## config.mk

```make
export PLATFORM = sky130hd
export DESIGN_NAME = svpwm_mmi_front
export DESIGN_NICKNAME = d
export VERILOG_FILES = /design/src/hw/rtl/svpwm_mmi_pkg.sv /design/src/hw/rtl/svpwm_mmi_front.sv
export SDC_FILE = /design/constraint.sdc
export NUM_CORES = 1
export LEC_CHECK = 0
export BUFFER_PORTS_ARGS = -buffer_cell sky130_fd_sc_hd__buf_2
export CELL_PAD_IN_SITES_DETAIL_PLACEMENT = 0
export CELL_PAD_IN_SITES_GLOBAL_PLACEMENT = 1
export CORE_MARGIN = 3
export CORE_UTILIZATION = 43
export DETAILED_ROUTE_END_ITERATION = 10
export GPL_ROUTABILITY_DRIVEN = 0
export PLACE_DENSITY_LB_ADDON = 0.1
export SLEW_MARGIN = 25
export SYNTH_ARGS = -nofsm -noshare
export SYNTH_HDL_FRONTEND = slang
export SYNTH_SLANG_ARGS = --single-unit
```

## constraint.sdc

```tcl
create_clock -name clk -period 6.5 [get_ports clk]
set_input_delay 1.3 -clock clk [delete_from_list [all_inputs] [get_ports clk]]
set_output_delay 1.3 -clock clk [all_outputs]
set_load 0.05 [all_outputs]
```

## src/hw/rtl/svpwm_mmi_pkg.sv

```systemverilog
// ----------------------------------------------------------------------------
// SVPWM min-max injection package
// Shared widths, reset values, register indexes, transfer structs and
// fixed-point constant helpers.
// ----------------------------------------------------------------------------
`default_nettype none

package svpwm_mmi_pkg;

    localparam int FRAC_BITS_DEFAULT = 16;
    localparam int DATA_W            = 32;
    localparam int DUTY_W            = 17;
    localparam int BUS_LIM_W         = 31;
    localparam int RATIO_W           = 17;

    localparam logic [BUS_LIM_W-1:0] BUS_LIM_RESET   = 31'd3932160;
    localparam logic [RATIO_W-1:0]   DUTY_RATIO_RESET = 17'd62259;

    // Configuration register indexes.
    typedef enum logic [0:0] {
        CFG_BUS_LIMIT  = 1'b0,
        CFG_DUTY_RATIO = 1'b1
    } cfg_idx_t;

    // One queued item, already classified by the front end.
    typedef struct packed {
        logic signed [DATA_W-1:0] alpha;
        logic signed [DATA_W-1:0] beta;
        logic signed [DATA_W-1:0] bus;
        logic                     fault;
    } item_t;

    // One finished result.
    typedef struct packed {
        logic [DUTY_W-1:0]        duty_a;
        logic [DUTY_W-1:0]        duty_b;
        logic [DUTY_W-1:0]        duty_c;
        logic [DUTY_W-1:0]        duty_peak;
        logic                     bus_fault;
        logic                     was_limited;
        logic signed [DATA_W-1:0] limited_alpha;
        logic signed [DATA_W-1:0] limited_beta;
    } result_t;

    // sqrt(3)/2 rounded to nearest at f fraction bits.
    function automatic logic [31:0] q_sqrt3_2(input int f);
        logic [63:0] sum;
        logic [63:0] sh;
        sum = 64'd3719550787 + (64'd1 << (31 - f));
        sh  = sum >> (32 - f);
        return sh[31:0];
    endfunction

    // 1/sqrt(3) rounded to nearest at f fraction bits.
    function automatic logic [31:0] q_inv_sqrt3(input int f);
        logic [63:0] sum;
        logic [63:0] sh;
        sum = 64'd2479700525 + (64'd1 << (31 - f));
        sh  = sum >> (32 - f);
        return sh[31:0];
    endfunction

endpackage

`default_nettype wire

```

## src/hw/rtl/svpwm_mmi_front.sv

```systemverilog
// ----------------------------------------------------------------------------
// SVPWM front end
// Holds the configuration registers, accepts items, flags bus faults and
// keeps a two-entry queue toward the back end.
// ----------------------------------------------------------------------------
`default_nettype none

module svpwm_mmi_front (
    input  wire logic                                      clk,
    input  wire logic                                      rst_n,
    input  wire logic                                      in_valid,
    output logic                                           in_ready,
    input  wire logic signed [svpwm_mmi_pkg::DATA_W-1:0]   volt_alpha,
    input  wire logic signed [svpwm_mmi_pkg::DATA_W-1:0]   volt_beta,
    input  wire logic signed [svpwm_mmi_pkg::DATA_W-1:0]   bus_voltage,
    input  wire logic                                      cfg_valid,
    output logic                                           cfg_ready,
    input  wire logic [0:0]                                cfg_index,
    input  wire logic [svpwm_mmi_pkg::DATA_W-1:0]          cfg_data,
    output logic                                           q_valid,
    output svpwm_mmi_pkg::item_t                           q_item,
    input  wire logic                                      q_take,
    output logic [svpwm_mmi_pkg::RATIO_W-1:0]              limit_ratio
);

    logic [svpwm_mmi_pkg::BUS_LIM_W-1:0] bus_lim_reg;
    logic [svpwm_mmi_pkg::RATIO_W-1:0]   ratio_reg;
    svpwm_mmi_pkg::item_t                slot_reg [2];
    logic                                wr_ptr_reg;
    logic                                rd_ptr_reg;
    logic [1:0]                          count_reg;
    logic [1:0]                          count_next;
    logic                                push;
    logic                                pop;
    logic                                fault;
    svpwm_mmi_pkg::item_t                new_item;

    assign cfg_ready   = 1'b1;
    assign limit_ratio = ratio_reg;

    // Configuration writes.
    always_ff @(posedge clk or negedge rst_n)
    begin
        if (!rst_n)
        begin
            bus_lim_reg <= svpwm_mmi_pkg::BUS_LIM_RESET;
            ratio_reg   <= svpwm_mmi_pkg::DUTY_RATIO_RESET;
        end
        else if (cfg_valid)
        begin
            case (svpwm_mmi_pkg::cfg_idx_t'(cfg_index))
                svpwm_mmi_pkg::CFG_BUS_LIMIT:
                    bus_lim_reg <= cfg_data[svpwm_mmi_pkg::BUS_LIM_W-1:0];
                svpwm_mmi_pkg::CFG_DUTY_RATIO:
                    ratio_reg <= cfg_data[svpwm_mmi_pkg::RATIO_W-1:0];
                default:
                    bus_lim_reg <= bus_lim_reg;
            endcase
        end
    end

    // A bus that is not positive or above the limit is a fault.
    assign fault = bus_voltage[31] || (bus_voltage == '0)
                   || (bus_voltage[30:0] > bus_lim_reg);

    always_comb
    begin
        new_item.alpha = volt_alpha;
        new_item.beta  = volt_beta;
        new_item.bus   = bus_voltage;
        new_item.fault = fault;
    end

    // Queue bookkeeping.
    assign in_ready = (count_reg != 2'd2);
    assign push     = in_valid && in_ready;
    assign q_valid  = (count_reg != 2'd0);
    assign pop      = q_take && q_valid;
    assign q_item   = slot_reg[rd_ptr_reg];

    always_comb
    begin
        count_next = count_reg;
        if (push && !pop)
        begin
            count_next = count_reg + 2'd1;
        end
        else if (pop && !push)
        begin
            count_next = count_reg - 2'd1;
        end
    end

    always_ff @(posedge clk or negedge rst_n)
    begin
        if (!rst_n)
        begin
            wr_ptr_reg <= 1'b0;
            rd_ptr_reg <= 1'b0;
            count_reg  <= 2'd0;
        end
        else
        begin
            count_reg <= count_next;
            if (push)
            begin
                wr_ptr_reg <= ~wr_ptr_reg;
            end
            if (pop)
            begin
                rd_ptr_reg <= ~rd_ptr_reg;
            end
        end
    end

    // Queue payload.
    always_ff @(posedge clk)
    begin
        if (push)
        begin
            slot_reg[wr_ptr_reg] <= new_item;
        end
    end

endmodule

`default_nettype wire

```

==> results of run 1 <==
## routing by layer
metal,share of wire [%],global-route usage (%),up-vias
met5,0.10,0,-
met4,1.8,4.04,4
met3,8.7,4.81,36
met1,42,20.4,2735
met2,48,26.8,188
li1,-,-,2703
## worst reg2reg max path, stage by stage, from the launching register on
cell and delay, ns:
dfrtp_1 0.41, nand2b_1 0.17, and3_4 0.68, buf_4 0.68
## logic make-up after synthesis
| group | after synthesis | share of synthesized area, % |
|---|---|---|
| adder cells (fa/ha/maj) | 32 | 4.10 |
| multiplexers | 115 | 13.3 |
| AND/OR/NAND/NOR | 73 | 3.51 |
| buffers and inverters | 52 | 2.19 |
| other | 1 | 0.0384 |
| XOR/XNOR | 5 | 0.449 |
| AO/OA/AOI/OAI | 55 | 3.22 |
| flip-flops | 246 | 73.2 |
## stage by stage
stage | area, sq um | power [mW] | std cells
after floorplan | 9760 | 3.99 | 579
after global placement | 11300 | 4.45 | 1092
after detailed placement | 11300 | 4.49 | 1092
after CTS | 12100 | 5.90 | 1140
after global routing | 12200 | 6.09 | 1142
final | 12200 | 5.81 | 1142
## path summary, 6_finish.rpt
kind / startpoint / end / slack, ns / depth (start not counted)
max: rd_ptr_reg / q_item[18] / 2.50 / 3
min: count_reg[1] / count_reg[1] / 0.51 / 1
max in group asynchronous: rst_n / rd_ptr_reg / 5.08 / 2
min in group asynchronous: rst_n / limit_ratio[2] / 0.90 / 2
min reg2reg: count_reg[1] / count_reg[1] / 0.51 / 1
max reg2reg: count_reg[0] / slot_reg[1][32] / 4.17 / 3
## power by group
group / switching (mW) / leakage (nW) / internal (mW)
logic: 1.61 / 2.05 / 0.599
clock network: 0.550 / 0.402 / 0.834
registers: 0.125 / 2.41 / 2.10
## area by class of cell
| type | count | area, sq um |
|---|---|---|
| repair buffers | 254 | 1310 |
| clock buffers | 45 | 805 |
| flip-flops and latches | 246 | 7150 |
| multi-input cells | 281 | 2420 |
| fillers | 1859 | 9920 |
| inverters | 32 | 120 |
| diodes | 1 | 2.50 |
| clock inverters | 3 | 17.5 |
| well taps | 280 | 350 |
## layout by cell type (no fill, tap or decap), types with 2 or more instances in the layout
cell type,netlist,layout
a21o_1,2,2
a21oi_1,12,12
buf_2,12,248
buf_4,1,5
clkbuf_1,7,10
clkbuf_16,0,27
clkbuf_4,0,3
clkbuf_8,0,5
clkinv_2,0,2
dfrtp_1,38,37
dfstp_2,14,14
edfxtp_1,194,194
ha_1,32,32
inv_1,32,32
mux2_2,115,115
nand2_1,36,36
nand3_1,5,5
nand4_1,10,10
nor2_1,7,6
nor4_1,9,9
o21ai_0,32,32
xnor2_1,3,3
xor2_1,2,2
==> flow_metrics.py, run 1 <==
metrics = {
    "setup_path": {
        "cp_max_fo": 59,
        "worst-path-buf-inv": 2,
        "path_cells": "buf_4, mux2_2, buf_2",
        "worstPathRequired_ns": 5.20,
        "path_class": "reg -> out",
        "critPathCaptureType": "output port",
        "slowest_stage": "dfrtp_4",
        "slowest_delay_ns": 0.77,
        "startpoint_type": "register",
        "critPathTopFamily": "buffers and inverters",
        "worst_ep_arrival_time_ns": 2.70,
    },
    "synthesis": {
        "synth_ff_type": "edfxtp_1",
        "yosysMostFrequentCell": "edfxtp_1",
        "syn_nets": 745,
        "yosys.cell_types.count": 35,
        "synth_seq_cells": 246,
        "synth_top_area_share_pct": 59.7,
        "yosysSeqAreaShare_pct": 73.2,
        "async_flop_share_pct": 21.1,
        "synth_cells": 579,
        "synthTopCellsByCount": "edfxtp_1, mux2_2, dfrtp_1, nand2_1",
        "yosysTopAreaCell": "edfxtp_1",
        "synth_edf_count": 194,
        "synth.avg_cell_area_sq_um": 16.9,
        "yosys_warnings": 0,
        "netlist_area_sq_um": 9760,
        "synth.top_cells.by_area": "edfxtp_1, mux2_2, dfrtp_1",
    },
    "clock_tree": {
        "ctsLongestPathBuffers": 3,
        "cts_tree": "built",
        "cts_buffers": 26,
        "post_cts_buffers": 0,
        "cts_root_buffer": "clkbuf_16",
        "clk_pin_slew_ns": 0.05,
        "clock_sinks": 246,
        "clk_latency_ns": 0.51,
        "htreeDepth": 1,
        "cts_hold_repair.buffers": 0,
        "cts_resized": 0,
    },
    "route": {
        "via_per_inst": 4.96,
        "drt_pass1_iterations": 4,
        "ant_nets": 0,
        "drc_errors": 0,
        "drt_iter0_drc": 232,
        "vias": 5666,
        "drt-wirelength-per-cell_microns": 17.7,
        "routed_wl_microns": 20200,
    },
    "sta": {
        "tns_ns": 0,
        "setup-violations-final": 0,
        "rsz0062_at_grt": "false",
        "slew_headroom_pct": 47.4,
        "hold_slack_ns": 0.505,
        "period_minus_slack_ns": 4.00,
        "hold_viol": 0,
        "finalMaxSlewViolations": 0,
        "fin_crit_sh_pct": 61.5,
        "max_freq_mhz": 250,
        "tightest_slew_ns": 0.788,
        "layout_setup_ws_ns": 2.50,
        "fin_worst_skew_ns": 0.0135,
    },
    "finish": {
        "drive_above_1_share_pct": 49.7,
        "largest_register_ffs": 194,
        "layout.nets": 1007,
        "area_delta_synth_final_pct": 24.7,
        "postLayoutCoreUtil_pct": 55.1,
    },
    "hold_path": {
        "hp-class": "reg -> reg",
    },
    "global_routing": {
        "grt_max_degree": 62,
        "grt_pass1_wl_microns": 31100,
        "antenna_found_initial": 3,
        "grt_overflow": 0,
        "track_usage_pct": 15.9,
        "grt_pass1_vias": 5936,
    },
    "floorplanning": {
        "fp-row-count": 54,
        "design.die.area_sq_um": 24500,
        "die_y_microns": 157,
        "ioPinCount": 251,
        "start_util_pct": 44.2,
        "die_w_microns": 157,
        "coreArea_sq_um": 22100,
    },
    "run": {
        "cap_violations": 0,
    },
    "placement": {
        "numPortBuffers": 248,
        "hpwl_microns": 14300,
        "place_ws_ns": 2.98,
    },
    "run_status": {
        "outcome": "finished clean",
    },
    "power_and_ir_drop": {
        "pwr_density_cell_nw_per_um2": 478,
        "ir_worst_vdd_mv": 0.232,
        "leakagePower_nw": 4.86,
    },
}
(Power assumes the default switching activity.)
==> inputs of run 2 (changes only) <==
==> constraint.sdc (replaced) <==
create_clock -name clk -period 3.9 [get_ports clk]
set_input_delay 0.78 -clock clk [delete_from_list [all_inputs] [get_ports clk]]
set_output_delay 0.78 -clock clk [all_outputs]
set_load 0.05 [all_outputs]
==> flow_metrics.py, run 2 (same netlist as run 1, synthesis figures left out) <==
metrics = {
    "run_status": {
        "outcome": "finished clean",
    },
    "floorplanning": {
        "die_y_microns": 157,
        "start_util_pct": 44.2,
        "ioPinCount": 251,
        "fp-row-count": 54,
        "coreArea_sq_um": 22100,
        "die_w_microns": 157,
        "design.die.area_sq_um": 24500,
    },
    "finish": {
        "area_delta_synth_final_pct": 25.1,
        "layout_common_cells": "buf_2, edfxtp_1, mux2_2, dfrtp_1, nand2_1",
        "final_common_cell": "buf_2",
        "drive_above_1_share_pct": 49.2,
        "largest_register_ffs": 194,
        "diodes": 0,
        "layout.nets": 1007,
    },
    "setup_path": {
        "worstPathRequired_ns": 3.12,
        "rr_worst_depth": 7,
        "path_cells": "buf_12, mux2_2, buf_2",
        "worst_ep_arrival_time_ns": 2.35,
        "reg2reg_slack_ns": 1.67,
        "critPathCaptureType": "output port",
        "slowest_stage": "dfrtp_4",
        "cp_max_fo": 54,
        "critPathTopFamily": "flip-flops",
        "path_class": "reg -> out",
        "worst-path-buf-inv": 2,
        "r2r-start": "bus_lim_reg[18]",
        "slowest_delay_ns": 0.84,
        "r2r-end": "slot_reg[1][0]",
        "startpoint_type": "register",
    },
    "global_routing": {
        "grt_overflow": 0,
        "antenna_found_initial": 1,
        "grt_max_degree": 65,
        "grt_pass1_wl_microns": 31300,
        "grt_pass1_vias": 5864,
        "track_usage_pct": 16.2,
    },
    "clock_tree": {
        "cts_tree": "built",
        "clk_latency_ns": 0.51,
        "clock_sinks": 246,
        "clk_pin_slew_ns": 0.06,
        "post_cts_buffers": 0,
        "htreeDepth": 1,
        "cts_root_buffer": "clkbuf_16",
        "cts_buffers": 26,
        "cts_hold_repair.buffers": 0,
        "cts_resized": 0,
        "ctsLongestPathBuffers": 3,
    },
    "sta": {
        "max_freq_mhz": 319,
        "fin_worst_skew_ns": 0.00967,
        "slew_headroom_pct": 41.8,
        "rsz0062_at_grt": "false",
        "hold_slack_ns": 0.300,
        "finalMaxSlewViolations": 0,
        "tightest_slew_ns": 0.873,
        "hold_viol": 0,
        "period_minus_slack_ns": 3.13,
        "fin_crit_sh_pct": 80.3,
        "tns_ns": 0,
        "setup-violations-final": 0,
    },
    "placement": {
        "numPortBuffers": 248,
        "hpwl_microns": 14500,
    },
    "power_and_ir_drop": {
        "ir_worst_vdd_mv": 0.376,
        "pwr_density_cell_nw_per_um2": 806,
        "leakagePower_nw": 4.87,
    },
    "route": {
        "ant_nets": 0,
        "via_per_inst": 4.97,
        "routed_wl_microns": 20600,
        "drt_pass1_iterations": 4,
        "drc_errors": 0,
        "drt_iter0_drc": 242,
        "vias": 5675,
        "drt-wirelength-per-cell_microns": 18.0,
    },
    "run": {
        "cap_violations": 0,
    },
    "hold_path": {
        "hp-class": "in -> async",
    },
}
## run 2: cell count changes in the layout (fill, tap and decap cells not counted), moves of 2 or more
cell / before / now
bufinv_16: 0 / 2
clkbuf_8: 5 / 2
clkbuf_4: 3 / 0
buf_12: 0 / 2
clkinv_1: 0 / 4
## run 2: area by class of cell
type | instances | area (sq um)
Multi-Input combinational cell | 281 | 2420
Fill cell | 1810 | 9890
Inverter | 32 | 120
Sequential cell | 246 | 7150
Timing Repair Buffer | 254 | 1310
Clock buffer | 40 | 766
Tap cell | 280 | 350
Clock inverter | 8 | 87.6
## run 2: stage by stage
step	utilization, %	setup slack, ns	cells	power [mW]	cell area (sq um)
after floorplan	-	0.180	579	6.63	9770
after global placement	51.4	1.26	1093	7.45	11300
after detailed placement	51.4	1.22	1093	7.52	11300
after CTS	55.2	0.708	1141	9.98	12200
after global routing	55.2	0.640	1141	10.3	12200
final	55.2	0.768	1141	9.83	12200
## run 2: worst max-delay path by stage
stage                     endpoint  cells after the start  slack (ns)       startpoint
detailed placement  slot_reg[1][0]                      7        1.22  bus_voltage[29]
floorplan           slot_reg[1][0]                      2        0.18     count_reg[0]
global route            q_item[72]                      3        0.64       rd_ptr_reg
CTS                     q_item[81]                      3        0.71       rd_ptr_reg
finish                  q_item[72]                      3        0.77       rd_ptr_reg
global placement    slot_reg[0][0]                      7        1.26  bus_voltage[29]
## run 2: layer usage
metal	global-route usage, %	part of all wire [%]
met2	27.3	49
met1	20.7	41
met3	4.56	7.9
met5	0	0.034
met4	4.46	2.0
## run 2: where the power goes
group          switching, mW  total, mW  internal (mW)
logic                   2.68       3.69           1.02
registers              0.223       3.72           3.49
clock network          0.941       2.42           1.48
==> inputs of run 3 (changes only) <==
--- a/config.mk
+++ b/config.mk
@@ -9,7 +9,7 @@
 export CELL_PAD_IN_SITES_DETAIL_PLACEMENT = 0
 export CELL_PAD_IN_SITES_GLOBAL_PLACEMENT = 1
 export CORE_MARGIN = 3
-export CORE_UTILIZATION = 43
+export CORE_UTILIZATION = 39
 export DETAILED_ROUTE_END_ITERATION = 10
 export GPL_ROUTABILITY_DRIVEN = 0
 export PLACE_DENSITY_LB_ADDON = 0.1
==> constraint.sdc (replaced) <==
create_clock -name clk -period 2.85 [get_ports clk]
set_input_delay 0.57 -clock clk [delete_from_list [all_inputs] [get_ports clk]]
set_output_delay 0.57 -clock clk [all_outputs]
set_load 0.05 [all_outputs]
==> flow_metrics.py, run 3 (same netlist as run 1, synthesis figures left out) <==
metrics = {
    "route": {
        "via_per_inst": 4.78,
        "ant_nets": 0,
        "drc_errors": 0,
        "drt_pass1_iterations": 4,
        "drt-wirelength-per-cell_microns": 17.6,
        "vias": 5704,
        "routed_wl_microns": 21000,
        "drt_iter0_drc": 354,
    },
    "placement": {
        "numPortBuffers": 248,
        "dp.cells": 1143,
        "hpwl_microns": 15000,
    },
    "power_and_ir_drop": {
        "leakagePower_nw": 4.92,
        "ir_worst_vdd_mv": 0.498,
        "pwr_density_cell_nw_per_um2": 1090,
    },
    "sta": {
        "tightest_slew_ns": 0.782,
        "setup-violations-final": 0,
        "fin_worst_skew_ns": 0.00602,
        "max_freq_mhz": 398,
        "tns_ns": 0,
        "period_minus_slack_ns": 2.51,
        "slew_headroom_pct": 47.9,
        "hold_viol": 0,
        "fin_crit_sh_pct": 88.2,
        "rsz0062_at_grt": "false",
        "finalMaxSlewViolations": 0,
    },
    "floorplanning": {
        "die_y_microns": 164,
        "start_util_pct": 39.9,
        "fp-row-count": 57,
        "coreArea_sq_um": 24500,
        "die_w_microns": 164,
        "ioPinCount": 251,
        "design.die.area_sq_um": 27000,
    },
    "finish": {
        "largest_register_ffs": 194,
        "layout.nets": 1014,
        "nFillCells": 2114,
        "drive_above_1_share_pct": 51.0,
        "area_delta_synth_final_pct": 26.1,
        "final_common_cell": "buf_2",
        "diodes": 0,
        "finalNonFillerCells": 1193,
        "layout_common_cells": "buf_2, edfxtp_1, mux2_2, dfrtp_1, nand2_1",
    },
    "clock_tree": {
        "clock_sinks": 246,
        "post_cts_buffers": 0,
        "cts_resized": 0,
        "clk_pin_slew_ns": 0.06,
        "cts_buffers": 27,
        "clk_latency_ns": 0.51,
        "cts_hold_repair.buffers": 0,
        "ctsLongestPathBuffers": 3,
        "cts_tree": "built",
        "htreeDepth": 1,
        "cts_root_buffer": "clkbuf_16",
    },
    "setup_path": {
        "slowest_stage": "dfrtp_4",
        "worst-path-buf-inv": 2,
        "critPathCaptureType": "output port",
        "path_cells": "buf_12, mux2_2, buf_2",
        "worst_ep_arrival_time_ns": 1.94,
        "slowest_delay_ns": 0.42,
        "critPathTopFamily": "buffers and inverters",
        "path_class": "reg -> out",
        "startpoint_type": "register",
        "worstPathRequired_ns": 2.28,
        "cp_max_fo": 70,
    },
    "run": {
        "cap_violations": 0,
    },
    "global_routing": {
        "grt_overflow": 0,
        "grt_pass1_vias": 5871,
        "antenna_found_initial": 2,
        "grt_max_degree": 71,
        "grt_pass1_wl_microns": 31800,
        "track_usage_pct": 15.0,
    },
    "run_status": {
        "outcome": "finished clean",
    },
    "hold_path": {
        "hp-class": "in -> async",
    },
}
-- run 3: path summary, 6_finish.rpt --
kind,cells after the start,slack [ns],start,to
hold reg to reg,1,0.50,limit_ratio[16],limit_ratio[16]
setup reg to reg,7,0.62,bus_lim_reg[18],slot_reg[0][0]
min in group clk,1,0.24,volt_alpha[24],slot_reg[1][89]
setup / recovery,3,0.34,rd_ptr_reg,q_item[4]
hold / removal,1,0.13,rst_n,bus_lim_reg[0]
max in group asynchronous,2,1.98,rst_n,limit_ratio[9]
-- run 3: worst reg2reg max path, cell delays in order (launching register included) --
cell and delay (ns):
dfstp_2 0.52, inv_1 0.05, ha_1 0.30, a21oi_1 0.15
o21ai_1 0.09, a221o_1 0.33, a2111oi_2 0.37, a21oi_1 0.16
-- run 3: routing by layer --
layer | GRT usage, % | part of all wire, %
met1 | 19.2 | 41
met5 | 0 | 0.10
met2 | 25.1 | 49
met3 | 4.19 | 8.0
met4 | 4.38 | 2.3
-- run 3: area by class of cell --
class	instances	area (sq um)	share of cell area, %
Timing Repair Buffer	260	1380	11.2
Sequential cell	246	7150	58.1
Inverter	32	120	0.976
Multi-Input combinational cell	281	2420	19.7
Tap cell	324	405	3.30
Clock inverter	15	77.6	0.631
Clock buffer	35	747	6.07
-- run 3: report_power, final --
part | internal [mW] | switching [mW] | total [mW]
registers | 4.77 | 0.178 | 4.95
logic | 1.45 | 3.81 | 5.26
clock network | 1.85 | 1.32 | 3.17
-- run 3: stage by stage --
stage / util, % / area, sq um / worst slack (ns) / power [mW] / hold WS (ns)
4_1_cts: 50.3 / 12300 / 0.303 / 13.6 / 0.134
3_3_place_gp: 46.9 / 11500 / 0.402 / 10.3 / 0.486
2_1_floorplan: - / 9770 / 0.0744 / 9.05 / 0.274
6_report: 50.3 / 12300 / 0.336 / 13.4 / 0.126
3_5_place_dp: 46.9 / 11500 / 0.403 / 10.4 / 0.489
5_1_grt: 50.3 / 12300 / 0.246 / 14.0 / 0.159
