## src/hw/rtl/svpwm_mmi_pkg.sv

```systemverilog
// ----------------------------------------------------------------------------
// SVPWM min-max injection package
// Shared widths, reset values, register indexes, transfer structs and
// fixed-point constant helpers.
// ----------------------------------------------------------------------------
`default_nettype none

package svpwm_mmi_pkg;

    localparam int FRAC_BITS_DEFAULT = 16;
    localparam int DATA_W            = 32;
    localparam int DUTY_W            = 17;
    localparam int BUS_LIM_W         = 31;
    localparam int RATIO_W           = 17;

    localparam logic [BUS_LIM_W-1:0] BUS_LIM_RESET   = 31'd3932160;
    localparam logic [RATIO_W-1:0]   DUTY_RATIO_RESET = 17'd62259;

    // Configuration register indexes.
    typedef enum logic [0:0] {
        CFG_BUS_LIMIT  = 1'b0,
        CFG_DUTY_RATIO = 1'b1
    } cfg_idx_t;

    // One queued item, already classified by the front end.
    typedef struct packed {
        logic signed [DATA_W-1:0] alpha;
        logic signed [DATA_W-1:0] beta;
        logic signed [DATA_W-1:0] bus;
        logic                     fault;
    } item_t;

    // One finished result.
    typedef struct packed {
        logic [DUTY_W-1:0]        duty_a;
        logic [DUTY_W-1:0]        duty_b;
        logic [DUTY_W-1:0]        duty_c;
        logic [DUTY_W-1:0]        duty_peak;
        logic                     bus_fault;
        logic                     was_limited;
        logic signed [DATA_W-1:0] limited_alpha;
        logic signed [DATA_W-1:0] limited_beta;
    } result_t;

    // sqrt(3)/2 rounded to nearest at f fraction bits.
    function automatic logic [31:0] q_sqrt3_2(input int f);
        logic [63:0] sum;
        logic [63:0] sh;
        sum = 64'd3719550787 + (64'd1 << (31 - f));
        sh  = sum >> (32 - f);
        return sh[31:0];
    endfunction

    // 1/sqrt(3) rounded to nearest at f fraction bits.
    function automatic logic [31:0] q_inv_sqrt3(input int f);
        logic [63:0] sum;
        logic [63:0] sh;
        sum = 64'd2479700525 + (64'd1 << (31 - f));
        sh  = sum >> (32 - f);
        return sh[31:0];
    endfunction

endpackage

`default_nettype wire

```

## src/hw/rtl/svpwm_mmi_div.sv

```systemverilog
// ----------------------------------------------------------------------------
// SVPWM power-of-two divider
// Restoring long division of 2^exp_bits by a positive 32-bit divisor, one
// quotient bit per cycle, with a sticky flag once the quotient reaches 2^62.
// ----------------------------------------------------------------------------
`default_nettype none

module svpwm_mmi_div #(
    parameter int FRAC_BITS = svpwm_mmi_pkg::FRAC_BITS_DEFAULT
) (
    input  wire logic                                  clk,
    input  wire logic                                  rst_n,
    input  wire logic                                  start,
    input  wire logic [$clog2(3*FRAC_BITS+1)-1:0]      exp_bits,
    input  wire logic [31:0]                           den,
    output logic [62:0]                                quot,
    output logic                                       sat,
    output logic                                       done
);

    localparam int EW = $clog2(3*FRAC_BITS+1);

    logic [31:0]   rem_reg;
    logic [31:0]   den_reg;
    logic [62:0]   quot_reg;
    logic          sat_reg;
    logic [EW-1:0] cnt_reg;
    logic          first_reg;
    logic          busy_reg;
    logic          done_reg;
    logic [32:0]   rem_sh;
    logic          ge;
    logic [32:0]   rem_next;
    logic [62:0]   quot_next;

    // One restoring step; the dividend has a single one at its top bit.
    always_comb
    begin
        rem_sh    = {rem_reg, first_reg};
        ge        = (rem_sh >= {1'b0, den_reg});
        rem_next  = ge ? (rem_sh - {1'b0, den_reg}) : rem_sh;
        quot_next = {quot_reg[61:0], ge};
    end

    always_ff @(posedge clk or negedge rst_n)
    begin
        if (!rst_n)
        begin
            busy_reg  <= 1'b0;
            done_reg  <= 1'b0;
            first_reg <= 1'b0;
            sat_reg   <= 1'b0;
            cnt_reg   <= '0;
        end
        else
        begin
            done_reg <= 1'b0;
            if (start)
            begin
                busy_reg  <= 1'b1;
                first_reg <= 1'b1;
                sat_reg   <= 1'b0;
                cnt_reg   <= exp_bits;
            end
            else if (busy_reg)
            begin
                first_reg <= 1'b0;
                sat_reg   <= sat_reg | quot_next[62];
                if (cnt_reg == '0)
                begin
                    busy_reg <= 1'b0;
                    done_reg <= 1'b1;
                end
                else
                begin
                    cnt_reg <= cnt_reg - 1'b1;
                end
            end
        end
    end

    // Datapath registers.
    always_ff @(posedge clk)
    begin
        if (start)
        begin
            rem_reg  <= '0;
            quot_reg <= '0;
            den_reg  <= den;
        end
        else if (busy_reg)
        begin
            rem_reg  <= rem_next[31:0];
            quot_reg <= quot_next;
        end
    end

    assign quot = quot_reg;
    assign sat  = sat_reg;
    assign done = done_reg;

endmodule

`default_nettype wire

```

## src/hw/rtl/svpwm_mmi_sqrt.sv

```systemverilog
// ----------------------------------------------------------------------------
// SVPWM integer square root
// Floor square root of a 62-bit radicand, one result bit per cycle.
// ----------------------------------------------------------------------------
`default_nettype none

module svpwm_mmi_sqrt (
    input  wire logic        clk,
    input  wire logic        rst_n,
    input  wire logic        start,
    input  wire logic [61:0] rad,
    output logic [30:0]      root,
    output logic             done
);

    logic [63:0] v_reg;
    logic [63:0] r_reg;
    logic [63:0] bit_reg;
    logic        busy_reg;
    logic        done_reg;
    logic [63:0] trial;
    logic        ge;
    logic [63:0] v_next;
    logic [63:0] r_next;

    // One digit-by-digit step.
    always_comb
    begin
        trial  = r_reg + bit_reg;
        ge     = (v_reg >= trial);
        v_next = ge ? (v_reg - trial) : v_reg;
        r_next = ge ? ((r_reg >> 1) + bit_reg) : (r_reg >> 1);
    end

    always_ff @(posedge clk or negedge rst_n)
    begin
        if (!rst_n)
        begin
            busy_reg <= 1'b0;
            done_reg <= 1'b0;
        end
        else
        begin
            done_reg <= 1'b0;
            if (start)
            begin
                busy_reg <= 1'b1;
            end
            else if (busy_reg && bit_reg[0])
            begin
                busy_reg <= 1'b0;
                done_reg <= 1'b1;
            end
        end
    end

    // Datapath registers.
    always_ff @(posedge clk)
    begin
        if (start)
        begin
            v_reg   <= {2'b00, rad};
            r_reg   <= '0;
            bit_reg <= 64'd1 << 62;
        end
        else if (busy_reg)
        begin
            v_reg   <= v_next;
            r_reg   <= r_next;
            bit_reg <= bit_reg >> 2;
        end
    end

    assign root = r_reg[30:0];
    assign done = done_reg;

endmodule

`default_nettype wire

```

## src/hw/rtl/svpwm_mmi_back.sv

```systemverilog
// ----------------------------------------------------------------------------
// SVPWM back end
// Sequencer around one shared multiplier, the divider and the square root
// unit: vector limiting, inverse Clarke, bus normalization, min-max
// injection, clipping and the result register.
// ----------------------------------------------------------------------------
`default_nettype none

module svpwm_mmi_back #(
    parameter int FRAC_BITS = svpwm_mmi_pkg::FRAC_BITS_DEFAULT
) (
    input  wire logic                                clk,
    input  wire logic                                rst_n,
    input  wire logic                                q_valid,
    input  wire svpwm_mmi_pkg::item_t                q_item,
    output logic                                     q_take,
    input  wire logic [svpwm_mmi_pkg::RATIO_W-1:0]   limit_ratio,
    output logic                                     out_valid,
    input  wire logic                                out_ready,
    output svpwm_mmi_pkg::result_t                   result
);

    localparam int EW = $clog2(3*FRAC_BITS+1);
    localparam logic signed [31:0] K_ONE      = 32'sd1 <<< FRAC_BITS;
    localparam logic signed [31:0] K_HALF     = 32'sd1 <<< (FRAC_BITS - 1);
    localparam logic signed [31:0] K_NHALF    = -K_HALF;
    localparam logic signed [31:0] K_SQRT3_2  = svpwm_mmi_pkg::q_sqrt3_2(FRAC_BITS);
    localparam logic signed [31:0] K_NSQRT3_2 = -K_SQRT3_2;
    localparam logic signed [31:0] K_INV_SQ3  = svpwm_mmi_pkg::q_inv_sqrt3(FRAC_BITS);
    localparam logic signed [31:0] K_MAXPOS   = 32'sh7FFF_FFFF;
    localparam logic [EW-1:0]      EXP_RECIP  = EW'(2*FRAC_BITS);
    localparam logic [EW-1:0]      EXP_ISQRT  = EW'(3*FRAC_BITS);

    typedef enum logic [4:0] {
        S_IDLE, S_AA, S_BB, S_LT, S_LR, S_LSQ, S_CMP, S_IDIV, S_ISQ,
        S_SC, S_SA, S_SB, S_RDIV, S_HA, S_VA, S_S1, S_VB, S_S2, S_VC,
        S_MM, S_OFF, S_DUTY, S_PEAK
    } state_t;

    state_t                  state_reg;
    state_t                  state_next;
    logic signed [31:0]      a_reg;
    logic signed [31:0]      b_reg;
    logic signed [31:0]      bus_reg;
    logic                    fault_reg;
    logic                    limited_reg;
    logic signed [31:0]      mag_reg;
    logic signed [31:0]      lim_reg;
    logic signed [31:0]      isq_reg;
    logic signed [31:0]      ib_reg;
    logic signed [31:0]      ha_reg;
    logic signed [31:0]      tmp_reg;
    logic signed [31:0]      va_reg;
    logic signed [31:0]      vb_reg;
    logic signed [31:0]      vc_reg;
    logic                    out_valid_reg;
    svpwm_mmi_pkg::result_t  out_reg;

    logic signed [31:0]      mul_x;
    logic signed [31:0]      mul_y;
    logic signed [63:0]      mul_full;
    logic signed [31:0]      mul_res;
    logic                    over;
    logic                    mag_pos;
    logic                    div_start;
    logic [EW-1:0]           div_exp;
    logic [31:0]             div_den;
    logic [62:0]             div_quot;
    logic                    div_sat;
    logic                    div_done;
    logic                    sqrt_start;
    logic [30:0]             sqrt_root;
    logic                    sqrt_done;
    logic signed [31:0]      mn;
    logic signed [31:0]      mx;
    logic signed [31:0]      pk;
    logic                    out_free;
    svpwm_mmi_pkg::result_t  res_next;

    // Clip a duty to the range zero to one.
    function automatic logic signed [31:0] clip01(input logic signed [31:0] v);
        logic signed [31:0] r;
        r = v;
        if (v < 0)
        begin
            r = '0;
        end
        else if (v > K_ONE)
        begin
            r = K_ONE;
        end
        return r;
    endfunction

    // Shared multiplier operand selection.
    always_comb
    begin
        mul_x = a_reg;
        mul_y = a_reg;
        case (state_reg)
            S_AA:  begin mul_x = a_reg;      mul_y = a_reg;   end
            S_BB:  begin mul_x = b_reg;      mul_y = b_reg;   end
            S_LT:  begin mul_x = bus_reg;    mul_y = K_INV_SQ3; end
            S_LR:  begin mul_x = lim_reg;    mul_y = 32'($unsigned(limit_ratio)); end
            S_LSQ: begin mul_x = lim_reg;    mul_y = lim_reg; end
            S_SC:  begin mul_x = lim_reg;    mul_y = isq_reg; end
            S_SA:  begin mul_x = a_reg;      mul_y = tmp_reg; end
            S_SB:  begin mul_x = b_reg;      mul_y = tmp_reg; end
            S_HA:  begin mul_x = K_NHALF;    mul_y = a_reg;   end
            S_VA:  begin mul_x = a_reg;      mul_y = ib_reg;  end
            S_S1:  begin mul_x = K_SQRT3_2;  mul_y = b_reg;   end
            S_VB:  begin mul_x = tmp_reg;    mul_y = ib_reg;  end
            S_S2:  begin mul_x = K_NSQRT3_2; mul_y = b_reg;   end
            S_VC:  begin mul_x = tmp_reg;    mul_y = ib_reg;  end
            S_OFF: begin mul_x = tmp_reg;    mul_y = K_NHALF; end
            default: begin mul_x = a_reg;    mul_y = a_reg;   end
        endcase
    end

    assign mul_full = mul_x * mul_y;
    assign mul_res  = mul_full[FRAC_BITS +: 32];

    // Limit test and unit starts.
    assign over    = (mag_reg > tmp_reg);
    assign mag_pos = !mag_reg[31] && (mag_reg != '0);

    always_comb
    begin
        div_start = 1'b0;
        div_exp   = EXP_RECIP;
        div_den   = bus_reg;
        if (state_reg == S_CMP)
        begin
            if (over)
            begin
                div_start = mag_pos;
                div_exp   = EXP_ISQRT;
                div_den   = mag_reg;
            end
            else
            begin
                div_start = 1'b1;
            end
        end
        else if (state_reg == S_SB)
        begin
            div_start = 1'b1;
        end
    end

    assign sqrt_start = (state_reg == S_IDIV) && div_done && !div_sat;

    // Min and max of the three normalized phases.
    always_comb
    begin
        mn = (va_reg < vb_reg) ? va_reg : vb_reg;
        mn = (vc_reg < mn) ? vc_reg : mn;
        mx = (va_reg > vb_reg) ? va_reg : vb_reg;
        mx = (vc_reg > mx) ? vc_reg : mx;
        pk = (vb_reg > vc_reg) ? vb_reg : vc_reg;
        pk = (va_reg > pk) ? va_reg : pk;
    end

    // Result assembly.
    assign out_free = !out_valid_reg || out_ready;
    always_comb
    begin
        res_next.duty_a        = va_reg[svpwm_mmi_pkg::DUTY_W-1:0];
        res_next.duty_b        = vb_reg[svpwm_mmi_pkg::DUTY_W-1:0];
        res_next.duty_c        = vc_reg[svpwm_mmi_pkg::DUTY_W-1:0];
        res_next.duty_peak     = pk[svpwm_mmi_pkg::DUTY_W-1:0];
        res_next.bus_fault     = 1'b0;
        res_next.was_limited   = limited_reg;
        res_next.limited_alpha = a_reg;
        res_next.limited_beta  = b_reg;
        if (fault_reg)
        begin
            res_next               = '0;
            res_next.bus_fault     = 1'b1;
        end
    end

    // Sequencer next state.
    always_comb
    begin
        state_next = state_reg;
        q_take     = 1'b0;
        case (state_reg)
            S_IDLE:
            begin
                if (q_valid)
                begin
                    q_take     = 1'b1;
                    state_next = q_item.fault ? S_PEAK : S_AA;
                end
            end
            S_AA:   state_next = S_BB;
            S_BB:   state_next = S_LT;
            S_LT:   state_next = S_LR;
            S_LR:   state_next = S_LSQ;
            S_LSQ:  state_next = S_CMP;
            S_CMP:
            begin
                if (!over)
                begin
                    state_next = S_RDIV;
                end
                else if (mag_pos)
                begin
                    state_next = S_IDIV;
                end
                else
                begin
                    state_next = S_SC;
                end
            end
            S_IDIV:
            begin
                if (div_done)
                begin
                    state_next = div_sat ? S_SC : S_ISQ;
                end
            end
            S_ISQ:
            begin
                if (sqrt_done)
                begin
                    state_next = S_SC;
                end
            end
            S_SC:   state_next = S_SA;
            S_SA:   state_next = S_SB;
            S_SB:   state_next = S_RDIV;
            S_RDIV:
            begin
                if (div_done)
                begin
                    state_next = S_HA;
                end
            end
            S_HA:   state_next = S_VA;
            S_VA:   state_next = S_S1;
            S_S1:   state_next = S_VB;
            S_VB:   state_next = S_S2;
            S_S2:   state_next = S_VC;
            S_VC:   state_next = S_MM;
            S_MM:   state_next = S_OFF;
            S_OFF:  state_next = S_DUTY;
            S_DUTY: state_next = S_PEAK;
            S_PEAK:
            begin
                if (out_free)
                begin
                    state_next = S_IDLE;
                end
            end
            default: state_next = S_IDLE;
        endcase
    end

    // State, output handshake and result register.
    always_ff @(posedge clk or negedge rst_n)
    begin
        if (!rst_n)
        begin
            state_reg     <= S_IDLE;
            out_valid_reg <= 1'b0;
            out_reg       <= '0;
        end
        else
        begin
            state_reg <= state_next;
            if ((state_reg == S_PEAK) && out_free)
            begin
                out_valid_reg <= 1'b1;
                out_reg       <= res_next;
            end
            else if (out_ready)
            begin
                out_valid_reg <= 1'b0;
            end
        end
    end

    // Datapath registers.
    always_ff @(posedge clk)
    begin
        case (state_reg)
            S_IDLE:
            begin
                a_reg       <= q_item.alpha;
                b_reg       <= q_item.beta;
                bus_reg     <= q_item.bus;
                fault_reg   <= q_item.fault;
                limited_reg <= 1'b0;
            end
            S_AA:  mag_reg <= mul_res;
            S_BB:  mag_reg <= mag_reg + mul_res;
            S_LT:  lim_reg <= mul_res;
            S_LR:  lim_reg <= mul_res;
            S_LSQ: tmp_reg <= mul_res;
            S_CMP:
            begin
                limited_reg <= over;
                isq_reg     <= K_MAXPOS;
            end
            S_IDIV:
            begin
                isq_reg <= K_MAXPOS;
            end
            S_ISQ:
            begin
                isq_reg <= {1'b0, sqrt_root};
            end
            S_SC:  tmp_reg <= mul_res;
            S_SA:  a_reg   <= mul_res;
            S_SB:  b_reg   <= mul_res;
            S_RDIV: ib_reg <= div_quot[31:0];
            S_HA:  ha_reg  <= mul_res;
            S_VA:  va_reg  <= mul_res;
            S_S1:  tmp_reg <= ha_reg + mul_res;
            S_VB:  vb_reg  <= mul_res;
            S_S2:  tmp_reg <= ha_reg + mul_res;
            S_VC:  vc_reg  <= mul_res;
            S_MM:  tmp_reg <= mn + mx;
            S_OFF: tmp_reg <= mul_res;
            S_DUTY:
            begin
                va_reg <= clip01(va_reg + tmp_reg + K_HALF);
                vb_reg <= clip01(vb_reg + tmp_reg + K_HALF);
                vc_reg <= clip01(vc_reg + tmp_reg + K_HALF);
            end
            default: tmp_reg <= tmp_reg;
        endcase
    end

    assign out_valid = out_valid_reg;
    assign result    = out_reg;

    svpwm_mmi_div #(
        .FRAC_BITS (FRAC_BITS)
    ) u_div (
        .clk      (clk),
        .rst_n    (rst_n),
        .start    (div_start),
        .exp_bits (div_exp),
        .den      (div_den),
        .quot     (div_quot),
        .sat      (div_sat),
        .done     (div_done)
    );

    svpwm_mmi_sqrt u_sqrt (
        .clk   (clk),
        .rst_n (rst_n),
        .start (sqrt_start),
        .rad   (div_quot[61:0]),
        .root  (sqrt_root),
        .done  (sqrt_done)
    );

endmodule

`default_nettype wire

```

## config.mk

```make
export PLATFORM = sky130hd
export DESIGN_NAME = svpwm_mmi_back
export DESIGN_NICKNAME = d
export VERILOG_FILES = /design/src/hw/rtl/svpwm_mmi_pkg.sv /design/src/hw/rtl/svpwm_mmi_div.sv /design/src/hw/rtl/svpwm_mmi_sqrt.sv /design/src/hw/rtl/svpwm_mmi_back.sv
export SDC_FILE = /design/constraint.sdc
export NUM_CORES = 2
export LEC_CHECK = 0
export BUFFER_PORTS_ARGS = -buffer_cell sky130_fd_sc_hd__buf_2
export CAP_MARGIN = 20
export CORE_ASPECT_RATIO = 0.7
export CORE_UTILIZATION = 37
export DETAILED_ROUTE_END_ITERATION = 6
export GPL_TIMING_DRIVEN = 0
export MAX_ROUTING_LAYER = met4
export PLACE_DENSITY = 0.56
export SLEW_MARGIN = 10
export SYNTH_ARGS = -nofsm -noshare
export SYNTH_HDL_FRONTEND = slang
export SYNTH_SLANG_ARGS = --single-unit
```

## constraint.sdc

```tcl
create_clock -name clk -period 18 [get_ports clk]
set_input_delay 0.9 -clock clk [delete_from_list [all_inputs] [get_ports clk]]
set_output_delay 0.9 -clock clk [all_outputs]
set_load 0.01 [all_outputs]
```

==> metrics.md <==
| Metric | Value |
|---|---|
| CP dominant cell by count | `fa_1` |
| Layout cells sized above 1 | `0.0796` |
| Vias | `80,900` |
| Worst slew pin tran | `1.33 ns` |
| Async SR Flop Fraction | `0.185` |
| Period utilisation layout | `1.01` |
| Pre-antenna DRT Iters | `7` |
| CTS buffer count | `94` |
| DP Wirelength | `383,000 um` |
| YS warnings | `0` |
| Clk slew on worst S/H paths | `roughly 0.060 ns` |
| Met1 Routed Length | `218,000 um` |
| GRT overflow | `0` |
| Critical path destination | `tmp_reg[31]$_DFFE_PP_` |
| Max Fclk | `55.2 MHz` |
| # DRC | `1` |
| Reg-to-reg startpoint | `state_reg[4]$_DFFE_PN0P_` |
| Post-synthesis sequential area ratio | `0.249` |
| Outcome | `finished with violations` |
| FF+latch count, synth | `823` |
| Syn_nets | `around 12,000` |
| Slack of the worst reg-to-reg path | `-0.11 ns` |
| Clock skew | `0.0722 ns` |
| Failing checks | `DRC, setup timing` |
| Met3 routed WL | `55,100 um` |
| Core footprint | `about 240,000 um^2` |
| Slowest stage cell on the critical path | `a221oi_1` |
| Highest net fanout along the worst path | `10` |
| Worst path max stage delay | `1.22 ns` |
| Site Rows | `149` |
| Post-CTS setup buffer count | `0` |
| Largest net degree at the start of global routing | `79` |
| Max reg flops | `~130` |
| Initial DRC count | `10,800` |
| Mean number of vias per cell | `5.94` |
| Syn_area_per_cell | `approximately 9.0 um^2` |
| Final Hold Viols | `0` |
| Crit path kind | `reg -> reg` |
| Clk_lat worst skew | `0.79 ns` |
| Worst path required time | `18.48 ns` |
| CTS sink cnt | `823` |
| Worst-case reg-to-reg path depth | `44` |
| Initial antenna violation count | `61` |
| Hold Path Class | `in -> reg` |
| Starting Density | `0.374` |
| Worst setup SP type | `flop` |
| Crit. End Element | `flop` |
| Gr usage total | `0.382` |
| Final worst path period need | `between 15 and 20 ns` |
| Most frequent cells in the layout | `inv_1 (1,075), nor2_1 (1,072), nand2_1 (1,049)` |
| Root buffer selected by CTS | `clkbuf_16` |
| Routed Antenna Nets | `0` |
| Drt total wl | `453,000 um` |
| GPL Wtd Cong | `1.11` |
| First-pass GRT wire length | `620,000 um` |
| CP arrival | `about 19 ns` |
| EDFF count, synth | `479` |
| Slew HR | `0.108` |
| Final setup viols | `1` |
| Area Overhead vs Synth | `12.6%` |
| Clk buf depth | `3` |
| Vias in the first global route | `about 76,000` |
| Die area | `241,000 um^2` |
| DR WL/cell | `33.2 um` |
| Die Y | `411 um` |
| Synthesized instance count | `just under 10,000` |
| Buffers on Ports | `between 200 and 300` |
| Final setup margin | `-0.112 ns` |
| Final layout net count | `12,100` |
| R2R Path End | `tmp_reg[31]$_DFFE_PP_` |
| Hold slack | `0.290 ns` |
| H-tree levels | `3` |
| Slew Viols, Final | `0` |
| CTS tree | `built` |
| Max Cap Viol | `0` |
| Met2 wire len | `167,000 um` |
| Synth Flop Type | `edfxtp_1` |
| Distinct cell type count after synthesis | `97` |
| Origin of the worst setup path | `state_reg[4]$_DFFE_PN0P_` |
| Top Ports | `254` |
| Chip width | `586 um` |
| Most common cell after layout, fill and taps aside | `inv_1` |
| Post-Syn Area | `88,400 um^2` |
| Top Metal Used | `met4` |
Yosys cell counts (all sizes together), types with 52 or more instances:
cell type | instances | area, um^2
inv | 1077 | 4040
nor2 | 1076 | 4040
nand2 | 1053 | 3950
fa | 846 | 16900
ha | 800 | 10000
a21oi | 548 | 2750
o21ai | 532 | 2690
edfxtp | 479 | 14400
clkbuf | 417 | 1570
a21o | 254 | 1910
xnor2 | 227 | 1990
dfxtp | 192 | 3840
mux2i | 192 | 1920
nand2b | 162 | 1010
xor2 | 155 | 1370
dfrtp | 152 | 3800
nor3 | 118 | 596
nand3 | 117 | 586
nand4 | 105 | 657
a31oi | 96 | 601
nor2b | 77 | 482
a211oi | 74 | 561
a22oi | 69 | 518
o21a | 68 | 510
a221oi | 66 | 597
o21bai | 65 | 488
o31ai | 65 | 488
mux2 | 64 | 721
and3 | 55 | 344
or3 | 55 | 349
a221o | 52 | 521
worst max-delay path, delay by kind of cell (launching register included):
kind	cells	cell delay [ns]
AO/OA/AOI/OAI	9	5.13
XOR/XNOR	2	0.33
adder cells (fa/ha/maj)	10	5.40
buffers and inverters	10	3.21
flip-flops	1	0.37
multiplexers	1	0.09
AND/OR/NAND/NOR	12	3.24
routing by layer:
layer | vias to the layer above | GRT usage
met1 | 41000 | 0.585
met2 | 4519 | 0.469
met3 | 484 | 0.117
met5 | - | -
li1 | 34900 | -
met4 | 0 | 0.0968
cell type report:
class	count	area, um^2
buffer	466	1840
timing repair buffer	383	3000
clock inverter	63	739
fill	23700	137000
antenna	53	133
sequential	823	22000
tap	3171	3970
inverter	1079	4050
clock buffer	115	2580
multi-input combinational	7475	61200
metrics by stage:
step	cell area [um^2]	std cells	TNS [ns]	utilization	setup WS (ns)
after floorplan	88400	9843	0	-	4.72
after global placement	93600	13300	-144.82	0.396	-3.57
after detailed placement	95900	13400	-0.424	0.406	-0.408
after CTS	99200	13600	0	0.420	0.0167
after global routing	99500	13600	-0.0394	0.421	-0.0394
final	99500	13600	-0.112	0.421	-0.112
worst min-delay path by stage:
stage | start | end | depth (start not counted)
after CTS | q_item[8] | bus_reg[7]$_DFFE_PP_ | 1
after global routing | q_item[8] | bus_reg[7]$_DFFE_PP_ | 1
after global placement | result[128]$_DFFE_PN0P_ | result[128]$_DFFE_PN0P_ | 1
after floorplan | u_div.quot[7]$_SDFFE_PN0P_ | ib_reg[7]$_DFFE_PP_ | 0
final | q_item[18] | bus_reg[17]$_DFFE_PP_ | 1
after detailed placement | result[117]$_DFFE_PN0P_ | result[117]$_DFFE_PN0P_ | 1
kinds of logic after synthesis:
kind of cell             count (synthesis)  synth area share
AND/OR/NAND/NOR                       3027             0.153
AO/OA/AOI/OAI                         2162             0.158
adder cells (fa/ha/maj)               1646             0.305
buffers and inverters                 1545            0.0660
flip-flops                             823             0.249
XOR/XNOR                               383            0.0382
multiplexers                           257            0.0302
repair_timing:
item,in CTS,in global routing
resized for setup,8,25
endpoints found under the setup margin,1,14
endpoints found under the hold margin,1,0
cloned,0,0
hold buffers,1,0
Power is not shown: default switching activity piles up to over one toggle a cycle in this logic, so the estimate is an artifact.
